$ cat config.mk
export PLATFORM = sky130hd
export DESIGN_NAME = flow_queue_assigner
export DESIGN_NICKNAME = d
export VERILOG_FILES = /design/src/hw/rtl/fqa_pkg.sv /design/src/hw/rtl/fqa_cell.sv /design/src/hw/rtl/fqa_chain.sv /design/src/hw/rtl/flow_queue_assigner.sv
export SDC_FILE = /design/constraint.sdc
export NUM_CORES = 2
export LEC_CHECK = 0
export ABC_CLOCK_PERIOD_IN_PS = 6900
export BUFFER_PORTS_ARGS = -buffer_cell sky130_fd_sc_hd__buf_2
export CORE_MARGIN = 8
export CORE_UTILIZATION = 40
export CTS_BUF_LIST = sky130_fd_sc_hd__clkbuf_4
export DETAILED_ROUTE_END_ITERATION = 8
export PLACE_DENSITY_LB_ADDON = 0.25
export SLEW_MARGIN = 20
export SYNTH_ARGS = -nofsm -noshare
export SYNTH_HDL_FRONTEND = slang
export SYNTH_SLANG_ARGS = --single-unit
$ cat constraint.sdc
create_clock -name clk -period 6.9 [get_ports clk]
set_input_delay 0.69 -clock clk [delete_from_list [all_inputs] [get_ports clk]]
set_output_delay 0.69 -clock clk [all_outputs]
set_load 0.02 [all_outputs]
$ cat src/hw/rtl/fqa_pkg.sv
// fqa_pkg: types, constants and helper functions for the flow queue assigner.
// Used by fqa_cell, fqa_chain and flow_queue_assigner; depends on nothing.
package fqa_pkg;

    localparam int FLOW_ENTRIES = 64;
    localparam int NUM_QUEUES   = 8;
    localparam int FLOW_ID_BITS = 16;
    localparam int GATE_COUNT   = 8;

    localparam int FLOW_W      = 16;
    localparam int MASK_W      = 8;
    localparam int QUEUE_W     = 3;
    localparam int GATE_W      = 3;
    localparam int ROUTE_W     = 2;
    localparam int MAP_W       = GATE_COUNT * QUEUE_W;
    localparam int QCOUNT_W    = 4;
    localparam int CFG_DATA_W  = 24;
    localparam int CFG_INDEX_W = 1;

    localparam int LFSR_W      = 16;
    localparam int MOD_DIGIT_W = 4;
    localparam int MOD_STEPS   = LFSR_W / MOD_DIGIT_W;
    localparam int MOD_CNT_W   = $clog2(MOD_STEPS);

    localparam logic [LFSR_W-1:0]   LFSR_TAPS    = 16'hB400;
    localparam logic [LFSR_W-1:0]   LFSR_SEED    = 16'hACE1;
    localparam logic [MAP_W-1:0]    MAP_RESET    = 24'hFAC688;
    localparam logic [QCOUNT_W-1:0] QUEUES_RESET = 4'd8;
    localparam logic [QCOUNT_W-1:0] QUEUES_MAX   = QCOUNT_W'(NUM_QUEUES);
    localparam logic [MASK_W-1:0]   QUEUE_MASK   = MASK_W'((1 << NUM_QUEUES) - 1);

    typedef enum logic [ROUTE_W-1:0] {
        ROUTE_GATE    = 2'd0,
        ROUTE_CREDIT  = 2'd1,
        ROUTE_DEFAULT = 2'd2
    } route_t;

    typedef enum logic [CFG_INDEX_W-1:0] {
        REG_GATE_MAP      = 1'b0,
        REG_QUEUES_IN_USE = 1'b1
    } cfg_reg_t;

    typedef struct packed {
        logic              is_credit;
        logic              is_bfc;
        logic [FLOW_W-1:0] flow_id;
        logic              last_packet;
        logic [MASK_W-1:0] queue_empty_mask;
    } item_t;

    typedef struct packed {
        route_t             route;
        logic [GATE_W-1:0]  gate_index;
        logic [QUEUE_W-1:0] queue_id;
        logic               table_hit;
        logic               table_full;
    } result_t;

    // lookup token walking the cell row
    typedef struct packed {
        logic                    vld;
        logic [FLOW_ID_BITS-1:0] flow;
        logic                    last;
        logic                    found;
        logic [QUEUE_W-1:0]      queue;
        logic                    free_found;
    } probe_t;

    // insert, taken by the cell that claimed the free slot
    typedef struct packed {
        logic                    en;
        logic [FLOW_ID_BITS-1:0] flow;
        logic [QUEUE_W-1:0]      queue;
    } commit_t;

    typedef struct packed {
        logic              hit;
        logic [GATE_W-1:0] idx;
    } gate_sel_t;

    function automatic logic [LFSR_W-1:0] lfsr_next(input logic [LFSR_W-1:0] v);
        logic [LFSR_W-1:0] s;
        s = v >> 1;
        if (v[0])
        begin
            s = s ^ LFSR_TAPS;
        end
        return s;
    endfunction

    function automatic logic [QCOUNT_W-1:0] eff_queues(input logic [QCOUNT_W-1:0] q);
        logic [QCOUNT_W-1:0] e;
        e = q;
        if (q == '0)
        begin
            e = QCOUNT_W'(1);
        end
        else if (q > QUEUES_MAX)
        begin
            e = QUEUES_MAX;
        end
        return e;
    endfunction

    // remainder update over one digit, restoring style, one bit at a time
    function automatic logic [QUEUE_W-1:0] mod_digit(
        input logic [QUEUE_W-1:0]     rem,
        input logic [MOD_DIGIT_W-1:0] digit,
        input logic [QCOUNT_W-1:0]    modulus
    );
        logic [QCOUNT_W-1:0] t;
        logic [QUEUE_W-1:0]  r;
        r = rem;
        for (int b = MOD_DIGIT_W - 1; b >= 0; b--)
        begin
            t = {r, digit[b]};
            if (t >= modulus)
            begin
                t = t - modulus;
            end
            r = t[QUEUE_W-1:0];
        end
        return r;
    endfunction

    function automatic logic [QUEUE_W-1:0] lowest_empty(input logic [MASK_W-1:0] mask);
        logic [QUEUE_W-1:0] idx;
        idx = '0;
        for (int b = MASK_W - 1; b >= 0; b--)
        begin
            if (mask[b])
            begin
                idx = QUEUE_W'(b);
            end
        end
        return idx;
    endfunction

    function automatic gate_sel_t gate_lookup(
        input logic [MAP_W-1:0]   map,
        input logic [QUEUE_W-1:0] queue
    );
        gate_sel_t sel;
        sel = '0;
        for (int g = GATE_COUNT - 1; g >= 0; g--)
        begin
            if (map[QUEUE_W*g +: QUEUE_W] == queue)
            begin
                sel.hit = 1'b1;
                sel.idx = GATE_W'(g);
            end
        end
        return sel;
    endfunction

endpackage

$ cat src/hw/rtl/fqa_cell.sv
// fqa_cell: one flow table entry plus one stage of the lookup token path.
// Depends on fqa_pkg.
module fqa_cell (
    input  logic             clk,
    input  logic             rst_n,
    input  fqa_pkg::probe_t  probe_in,
    input  logic             clear_claim,
    input  fqa_pkg::commit_t commit,
    output fqa_pkg::probe_t  probe_out
);

    logic                             valid_reg, valid_next;
    logic                             claim_reg, claim_next;
    logic                             probe_vld_reg;
    logic [fqa_pkg::FLOW_ID_BITS-1:0] flow_reg, flow_next;
    logic [fqa_pkg::QUEUE_W-1:0]      queue_reg, queue_next;
    fqa_pkg::probe_t                  probe_reg, probe_next;
    logic                             match;

    always_comb
    begin
        match      = valid_reg && (flow_reg == probe_in.flow);
        valid_next = valid_reg;
        flow_next  = flow_reg;
        queue_next = queue_reg;
        claim_next = clear_claim ? 1'b0 : claim_reg;
        probe_next = probe_in;
        if (probe_in.vld)
        begin
            if (match)
            begin
                probe_next.found = 1'b1;
                probe_next.queue = queue_reg;
                if (probe_in.last)
                begin
                    valid_next = 1'b0;
                end
            end
            if (!valid_reg && !probe_in.free_found)
            begin
                probe_next.free_found = 1'b1;
                claim_next            = 1'b1;
            end
        end
        if (commit.en && claim_reg)
        begin
            valid_next = 1'b1;
            flow_next  = commit.flow;
            queue_next = commit.queue;
        end
    end

    always_ff @(posedge clk or negedge rst_n)
    begin
        if (!rst_n)
        begin
            valid_reg     <= 1'b0;
            claim_reg     <= 1'b0;
            probe_vld_reg <= 1'b0;
        end
        else
        begin
            valid_reg     <= valid_next;
            claim_reg     <= claim_next;
            probe_vld_reg <= probe_in.vld;
        end
    end

    always_ff @(posedge clk)
    begin
        flow_reg  <= flow_next;
        queue_reg <= queue_next;
        probe_reg <= probe_next;
    end

    always_comb
    begin
        probe_out     = probe_reg;
        probe_out.vld = probe_vld_reg;
    end

endmodule

$ cat src/hw/rtl/fqa_chain.sv
// fqa_chain: row of fqa_cell entries; the lookup token moves one cell per cycle.
// Depends on fqa_pkg and fqa_cell.
module fqa_chain (
    input  logic             clk,
    input  logic             rst_n,
    input  fqa_pkg::probe_t  probe_in,
    input  logic             clear_claim,
    input  fqa_pkg::commit_t commit,
    output fqa_pkg::probe_t  probe_out
);

    fqa_pkg::probe_t link [fqa_pkg::FLOW_ENTRIES+1];

    assign link[0] = probe_in;

    for (genvar i = 0; i < fqa_pkg::FLOW_ENTRIES; i++)
    begin : g_cell
        fqa_cell u_cell (
            .clk         (clk),
            .rst_n       (rst_n),
            .probe_in    (link[i]),
            .clear_claim (clear_claim),
            .commit      (commit),
            .probe_out   (link[i+1])
        );
    end

    assign probe_out = link[fqa_pkg::FLOW_ENTRIES];

endmodule

$ cat src/hw/rtl/flow_queue_assigner.sv
// flow_queue_assigner: top level; classifies items, runs the flow table lookup,
// picks and maps the queue. Depends on fqa_pkg and fqa_chain.
//
//  channel  | handshake          | payload
//  ---------+--------------------+------------------------------
//  input    | start / busy       | item   (fqa_pkg::item_t)
//  result   | done (1-cycle)     | result (fqa_pkg::result_t)
//  config   | cfg_write          | cfg_index, cfg_data
//
// Credit and non-BFC items: result strobed the next cycle.
// BFC items: the lookup token walks the cell row; when no queue is empty, the LFSR
// remainder is then worked out digit by digit in ST_MOD.
// Reset is asynchronous, active low; the table comes up empty, no clearing pass.
// done is a single-cycle strobe; the receiver cannot stall it.
module flow_queue_assigner (
    input  logic                               clk,
    input  logic                               rst_n,
    input  logic                               start,
    input  fqa_pkg::item_t                     item,
    output logic                               busy,
    output logic                               done,
    output fqa_pkg::result_t                   result,
    input  logic                               cfg_write,
    input  logic [fqa_pkg::CFG_INDEX_W-1:0]    cfg_index,
    input  logic [fqa_pkg::CFG_DATA_W-1:0]     cfg_data
);

    typedef enum logic [2:0] {
        ST_IDLE   = 3'b001,
        ST_SEARCH = 3'b010,
        ST_MOD    = 3'b100
    } state_t;

    state_t                           state_reg, state_next;
    logic [fqa_pkg::MAP_W-1:0]        gate_map_reg;
    logic [fqa_pkg::QCOUNT_W-1:0]     queues_reg;
    logic [fqa_pkg::LFSR_W-1:0]       lfsr_reg, lfsr_next_val;
    logic [fqa_pkg::FLOW_ID_BITS-1:0] flow_reg, flow_next;
    logic [fqa_pkg::MASK_W-1:0]       mask_reg, mask_next;
    logic [fqa_pkg::LFSR_W-1:0]       mod_val_reg, mod_val_next;
    logic [fqa_pkg::QUEUE_W-1:0]      mod_rem_reg, mod_rem_next;
    logic [fqa_pkg::MOD_CNT_W-1:0]    mod_cnt_reg, mod_cnt_next;
    logic                             done_reg, done_next;
    fqa_pkg::result_t                 result_reg, result_next;

    logic                             accept;
    logic [fqa_pkg::QCOUNT_W-1:0]     eff;
    logic [fqa_pkg::LFSR_W-1:0]       lfsr_adv;
    fqa_pkg::probe_t                  probe_in, chain_out;
    fqa_pkg::commit_t                 commit;
    logic                             fin_valid, fin_hit, fin_insert;
    logic [fqa_pkg::QUEUE_W-1:0]      fin_queue;
    fqa_pkg::gate_sel_t               gsel;

    assign accept   = start && (state_reg == ST_IDLE);
    assign busy     = (state_reg != ST_IDLE);
    assign eff      = fqa_pkg::eff_queues(queues_reg);
    assign lfsr_adv = fqa_pkg::lfsr_next(lfsr_reg);

    always_comb
    begin
        probe_in            = '0;
        probe_in.vld        = accept && item.is_bfc && !item.is_credit;
        probe_in.flow       = item.flow_id[fqa_pkg::FLOW_ID_BITS-1:0];
        probe_in.last       = item.last_packet;
    end

    fqa_chain u_chain (
        .clk         (clk),
        .rst_n       (rst_n),
        .probe_in    (probe_in),
        .clear_claim (probe_in.vld),
        .commit      (commit),
        .probe_out   (chain_out)
    );

    always_comb
    begin
        state_next    = state_reg;
        lfsr_next_val = lfsr_reg;
        flow_next     = flow_reg;
        mask_next     = mask_reg;
        mod_val_next  = mod_val_reg;
        mod_rem_next  = mod_rem_reg;
        mod_cnt_next  = mod_cnt_reg;
        done_next     = 1'b0;
        result_next   = result_reg;
        fin_valid     = 1'b0;
        fin_hit       = 1'b0;
        fin_insert    = 1'b0;
        fin_queue     = '0;

        case (state_reg)
            ST_IDLE:
            begin
                if (accept)
                begin
                    if (item.is_credit)
                    begin
                        done_next         = 1'b1;
                        result_next       = '0;
                        result_next.route = fqa_pkg::ROUTE_CREDIT;
                    end
                    else if (!item.is_bfc)
                    begin
                        done_next         = 1'b1;
                        result_next       = '0;
                        result_next.route = fqa_pkg::ROUTE_DEFAULT;
                    end
                    else
                    begin
                        state_next = ST_SEARCH;
                        flow_next  = item.flow_id[fqa_pkg::FLOW_ID_BITS-1:0];
                        mask_next  = item.queue_empty_mask & fqa_pkg::QUEUE_MASK;
                    end
                end
            end
            ST_SEARCH:
            begin
                if (chain_out.vld)
                begin
                    if (chain_out.found)
                    begin
                        fin_valid  = 1'b1;
                        fin_hit    = 1'b1;
                        fin_queue  = chain_out.queue;
                        state_next = ST_IDLE;
                    end
                    else if (!chain_out.free_found)
                    begin
                        done_next              = 1'b1;
                        result_next            = '0;
                        result_next.route      = fqa_pkg::ROUTE_DEFAULT;
                        result_next.table_full = 1'b1;
                        state_next             = ST_IDLE;
                    end
                    else if (mask_reg != '0)
                    begin
                        fin_valid  = 1'b1;
                        fin_insert = 1'b1;
                        fin_queue  = fqa_pkg::lowest_empty(mask_reg);
                        state_next = ST_IDLE;
                    end
                    else
                    begin
                        lfsr_next_val = lfsr_adv;
                        mod_val_next  = lfsr_adv;
                        mod_rem_next  = '0;
                        mod_cnt_next  = '0;
                        state_next    = ST_MOD;
                    end
                end
            end
            ST_MOD:
            begin
                mod_rem_next = fqa_pkg::mod_digit(mod_rem_reg,
                    mod_val_reg[fqa_pkg::LFSR_W-1 -: fqa_pkg::MOD_DIGIT_W], eff);
                mod_val_next = mod_val_reg << fqa_pkg::MOD_DIGIT_W;
                mod_cnt_next = mod_cnt_reg + 1'b1;
                if (mod_cnt_reg == fqa_pkg::MOD_CNT_W'(fqa_pkg::MOD_STEPS - 1))
                begin
                    fin_valid  = 1'b1;
                    fin_insert = 1'b1;
                    fin_queue  = mod_rem_next;
                    state_next = ST_IDLE;
                end
            end
            default:
            begin
                state_next = ST_IDLE;
            end
        endcase

        gsel = fqa_pkg::gate_lookup(gate_map_reg, fin_queue);
        if (fin_valid)
        begin
            done_next              = 1'b1;
            result_next            = '0;
            result_next.route      = gsel.hit ? fqa_pkg::ROUTE_GATE : fqa_pkg::ROUTE_DEFAULT;
            result_next.gate_index = gsel.hit ? gsel.idx : '0;
            result_next.queue_id   = fin_queue;
            result_next.table_hit  = fin_hit;
        end

        commit       = '0;
        commit.en    = fin_insert;
        commit.flow  = flow_reg;
        commit.queue = fin_queue;
    end

    always_ff @(posedge clk or negedge rst_n)
    begin
        if (!rst_n)
        begin
            state_reg    <= ST_IDLE;
            gate_map_reg <= fqa_pkg::MAP_RESET;
            queues_reg   <= fqa_pkg::QUEUES_RESET;
            lfsr_reg     <= fqa_pkg::LFSR_SEED;
            mod_cnt_reg  <= '0;
            done_reg     <= 1'b0;
        end
        else
        begin
            state_reg   <= state_next;
            lfsr_reg    <= lfsr_next_val;
            mod_cnt_reg <= mod_cnt_next;
            done_reg    <= done_next;
            if (cfg_write)
            begin
                case (cfg_index)
                    fqa_pkg::REG_GATE_MAP:      gate_map_reg <= cfg_data[fqa_pkg::MAP_W-1:0];
                    fqa_pkg::REG_QUEUES_IN_USE: queues_reg   <= cfg_data[fqa_pkg::QCOUNT_W-1:0];
                    default:                    ;
                endcase
            end
        end
    end

    always_ff @(posedge clk)
    begin
        flow_reg    <= flow_next;
        mask_reg    <= mask_next;
        mod_val_reg <= mod_val_next;
        mod_rem_reg <= mod_rem_next;
        result_reg  <= result_next;
    end

    assign done   = done_reg;
    assign result = result_reg;

    a_hit_not_full: assert property (@(posedge clk) disable iff (!rst_n)
        done_reg |-> !(result_reg.table_hit && result_reg.table_full))
        else $error("hit and full reported together");

    a_token_in_search: assert property (@(posedge clk) disable iff (!rst_n)
        chain_out.vld |-> (state_reg == ST_SEARCH))
        else $error("lookup token left the row outside search");

    a_rem_range: assert property (@(posedge clk) disable iff (!rst_n)
        (state_reg == ST_MOD) |-> ({1'b0, mod_rem_reg} < eff))
        else $error("remainder not below queue count");

    a_gate_matches: assert property (@(posedge clk) disable iff (!rst_n)
        (done_reg && (result_reg.route == fqa_pkg::ROUTE_GATE)) |->
        (gate_map_reg[fqa_pkg::QUEUE_W*result_reg.gate_index +: fqa_pkg::QUEUE_W]
            == result_reg.queue_id))
        else $error("gate does not serve the reported queue");

    a_search_ends_in_done: assert property (@(posedge clk) disable iff (!rst_n)
        ((state_reg != ST_IDLE) && (state_next == ST_IDLE)) |=> done_reg)
        else $error("item finished without a result strobe");

endmodule
==> metrics.txt <==
status complete, no violations; final setup fails 0; Post-Synth Adder-Cell Area 0.00323; synth warn 0; FF-to-FF End result[9]; CTS tree done; Critical R2R Launch queues_reg[1]; Synth Area in XOR/XNOR 0.101; clock latency on the worst-skew pair 1.35 ns; overall power between 30 and 40 mW; worst hold stages 3; Routed WL per cell 18.9 um; WL final 188000 um; DRC 0; mux share of post-synthesis cell area 0.0281; initial DRC count 2354; Die Area 0.242 mm2; total CTS buffers ~710; worst hold start cfg_data[3]; final hold violations 0; Worst Tran Pin Value 1.13 ns; vias in the first global route 47900; fin. max-slew vios 0; Seq/Total Area, Yosys 0.794; Area contributors post-synth edfxtp_1, dfxtp_1, xnor2_1; max_slew headroom 0.246; Starting Density 0.401; H-tree Lvls 6; worst reg-to-reg path cell count 34; period utilization 0.972; CP delay by family, top compound AO/OA/AOI/OAI gates; Vert. Die Dim 492 um; synth-to-layout area growth 17.3%; max-cap viol count 0; Mapped Area 0.0908 mm2; register area 0.0720 mm2; asr flop ratio synth 0.0834; reg2reg setup slack 0.19 ns; predominant post-synthesis flop cell dfxtp_1; Max Clk Rate 149 MHz; largest family of logic cells by synthesized area XOR/XNOR gates; VDD IR max 168 uV; most common cell in the netlist dfxtp_1; Setup crit start kind flop; gr ovfl total 0; Hold EP queues_reg[3]; fin nets 6423; Hold WS about 0.25 ns; cells after synthesis between 5000 and 6000; flops & latches, synth 2902; Period minus WS final 6.71 ns; port bufs 67; Total GRT Usage 0.152; setup ws final between 0.15 and 0.2 ns; multi-input logic area 0.0188 mm2; initial antenna violation count 18; CP arrival about 7.8 ns; hpwl dp around 110000 um; Post-Place Cell Area between 0.09 and 0.1 mm2; global placement routability congestion 0.775; ANT nets after route 0; Worst setup EP type flop; synth unique cells 63; Crit Path Max Fanout 8; Compound-Gate Fraction of Synth Area 0.0154; Die W 492 um; share of layout cells above drive strength 1 0.244; mean post-synth cell area 16.9 um2; setup slack at placement -0.119 ns; DR vias roughly 45000; post-synth net total 5449; WP data required 7.95 ns; Worst Setup SP queues_reg[1]; largest area contributor in the netlist edfxtp_1; worst hold path type in -> reg; WS Path Type reg -> reg; core footprint 0.226 mm2; clock transition at the registers of the reported paths 0.06 ns; Leakage between 30 and 40 nW; Clock Skew 0.117 ns; WP buf/inv 4; Cell Pwr Density 321 mW/mm2; drt via density 4.51; Crit-path slowest cell o32a_1; Sink Count 2902; CTS Buffer Depth 4; Largest register FFs between 1000 and 1500; post-synth top area share 0.420; drt pass-1 iters 5; root cell of the clock tree clkbuf_4; row cnt 175; number of top-level pins 68; post-route cell area 0.106 mm2; CP peak stage delay 0.44 ns; fill count 19800; first-pass GRT wire length around 290000 um; Simple-Gate Fraction of Synth Area 0.0561; number of flops mapped to enable cells by yosys 1268; commonest cells in the synthesized netlist dfxtp_1, edfxtp_1, xnor2_1; largest net degree at the start of global routing 135; post-layout util 0.470
==> cells in the final DEF (no fill, tap or decap), types with 76 or more instances in the layout <==
master	instances
nand2_1	184
xor2_1	271
clkinv_1	136
nand4_1	190
buf_4	85
o21ai_0	84
mux2_2	224
dfxtp_1	1392
nor4_1	108
dfrtp_1	220
nand3_1	76
dlygate4sd3_1	135
edfxtp_1	1268
nand2b_1	131
clkbuf_4	1125
xnor2_1	775
==> logic make-up after synthesis <==
family                     after synthesis
DFF                                   2902
muxes                                  227
AOI/OAI and AO/OA                      216
adders and majority gates               21
xor gates and xnor gates              1046
and+or+nand+nor                        906
buffers and inverters                   54
==> worst reg2reg max path: cells and delay by family (launching register included) <==
kind / cells / cell delay [ns]
and+or+nand+nor: 10 / 1.30
DFF: 1 / 0.39
AOI/OAI and AO/OA: 13 / 2.67
buffers and inverters: 4 / 0.37
adders and majority gates: 5 / 1.33
muxes: 1 / 0.29
xor gates and xnor gates: 1 / 0.12
==> cell type report <==
class                      count  area share
antenna                       10    0.000235
clock inverter               169     0.00753
sequential                  2902       0.677
inverter                      23    0.000835
multi-input combinational   2416       0.177
tap                         3009      0.0354
clock buffer                1123      0.0792
timing repair buffer         297      0.0235
==> timing repair <==
action | in CTS | in global routing
resized for setup | 4 | 32
hold buffers | 136 | 0
setup buffers | 6 | 18
setup endpoints to repair | 4 | 125
pin swaps | 4 | 14
hold endpoints to repair | 311 | 0
==> metal layers <==
| layer | vias to the layer above | routed length [um] | track usage |
|---|---|---|---|
| li1 | 21500 | - | - |
| met1 | 22100 | 86500 | 0.203 |
| met2 | 981 | 88600 | 0.246 |
| met3 | 305 | 8420 | 0.0352 |
| met4 | 2 | 4220 | 0.0514 |
| met5 | - | 17 | 0 |
==> per-stage QoR <==
| step | TNS, ns | instances |
|---|---|---|
| floorplan | 0 | 5372 |
| finish | 0 | 9949 |
| global route | -1.36 | 9948 |
| CTS | 0 | 9921 |
| global placement | -0.0114 | 8487 |
| detailed placement | -0.395 | 8487 |
==> how the worst max path moves through the flow <==
stage / slack, ns / endpoint / cells after the start
2_1_floorplan: 0.14 / result[9] / 33
3_3_place_gp: -0.01 / result[9] / 33
3_5_place_dp: -0.12 / result[9] / 33
4_1_cts: 0.02 / result[9] / 30
5_1_grt: -0.21 / result[5] / 35
6_report: 0.19 / result[9] / 34
==> report_power, final <==
group | switching (mW) | internal, mW
clock network | 6.43 | 7.57
logic | 0.740 | 0.601
registers | 0.392 | 18.5
No activity file was read; power rests on OpenSTA's default activity.
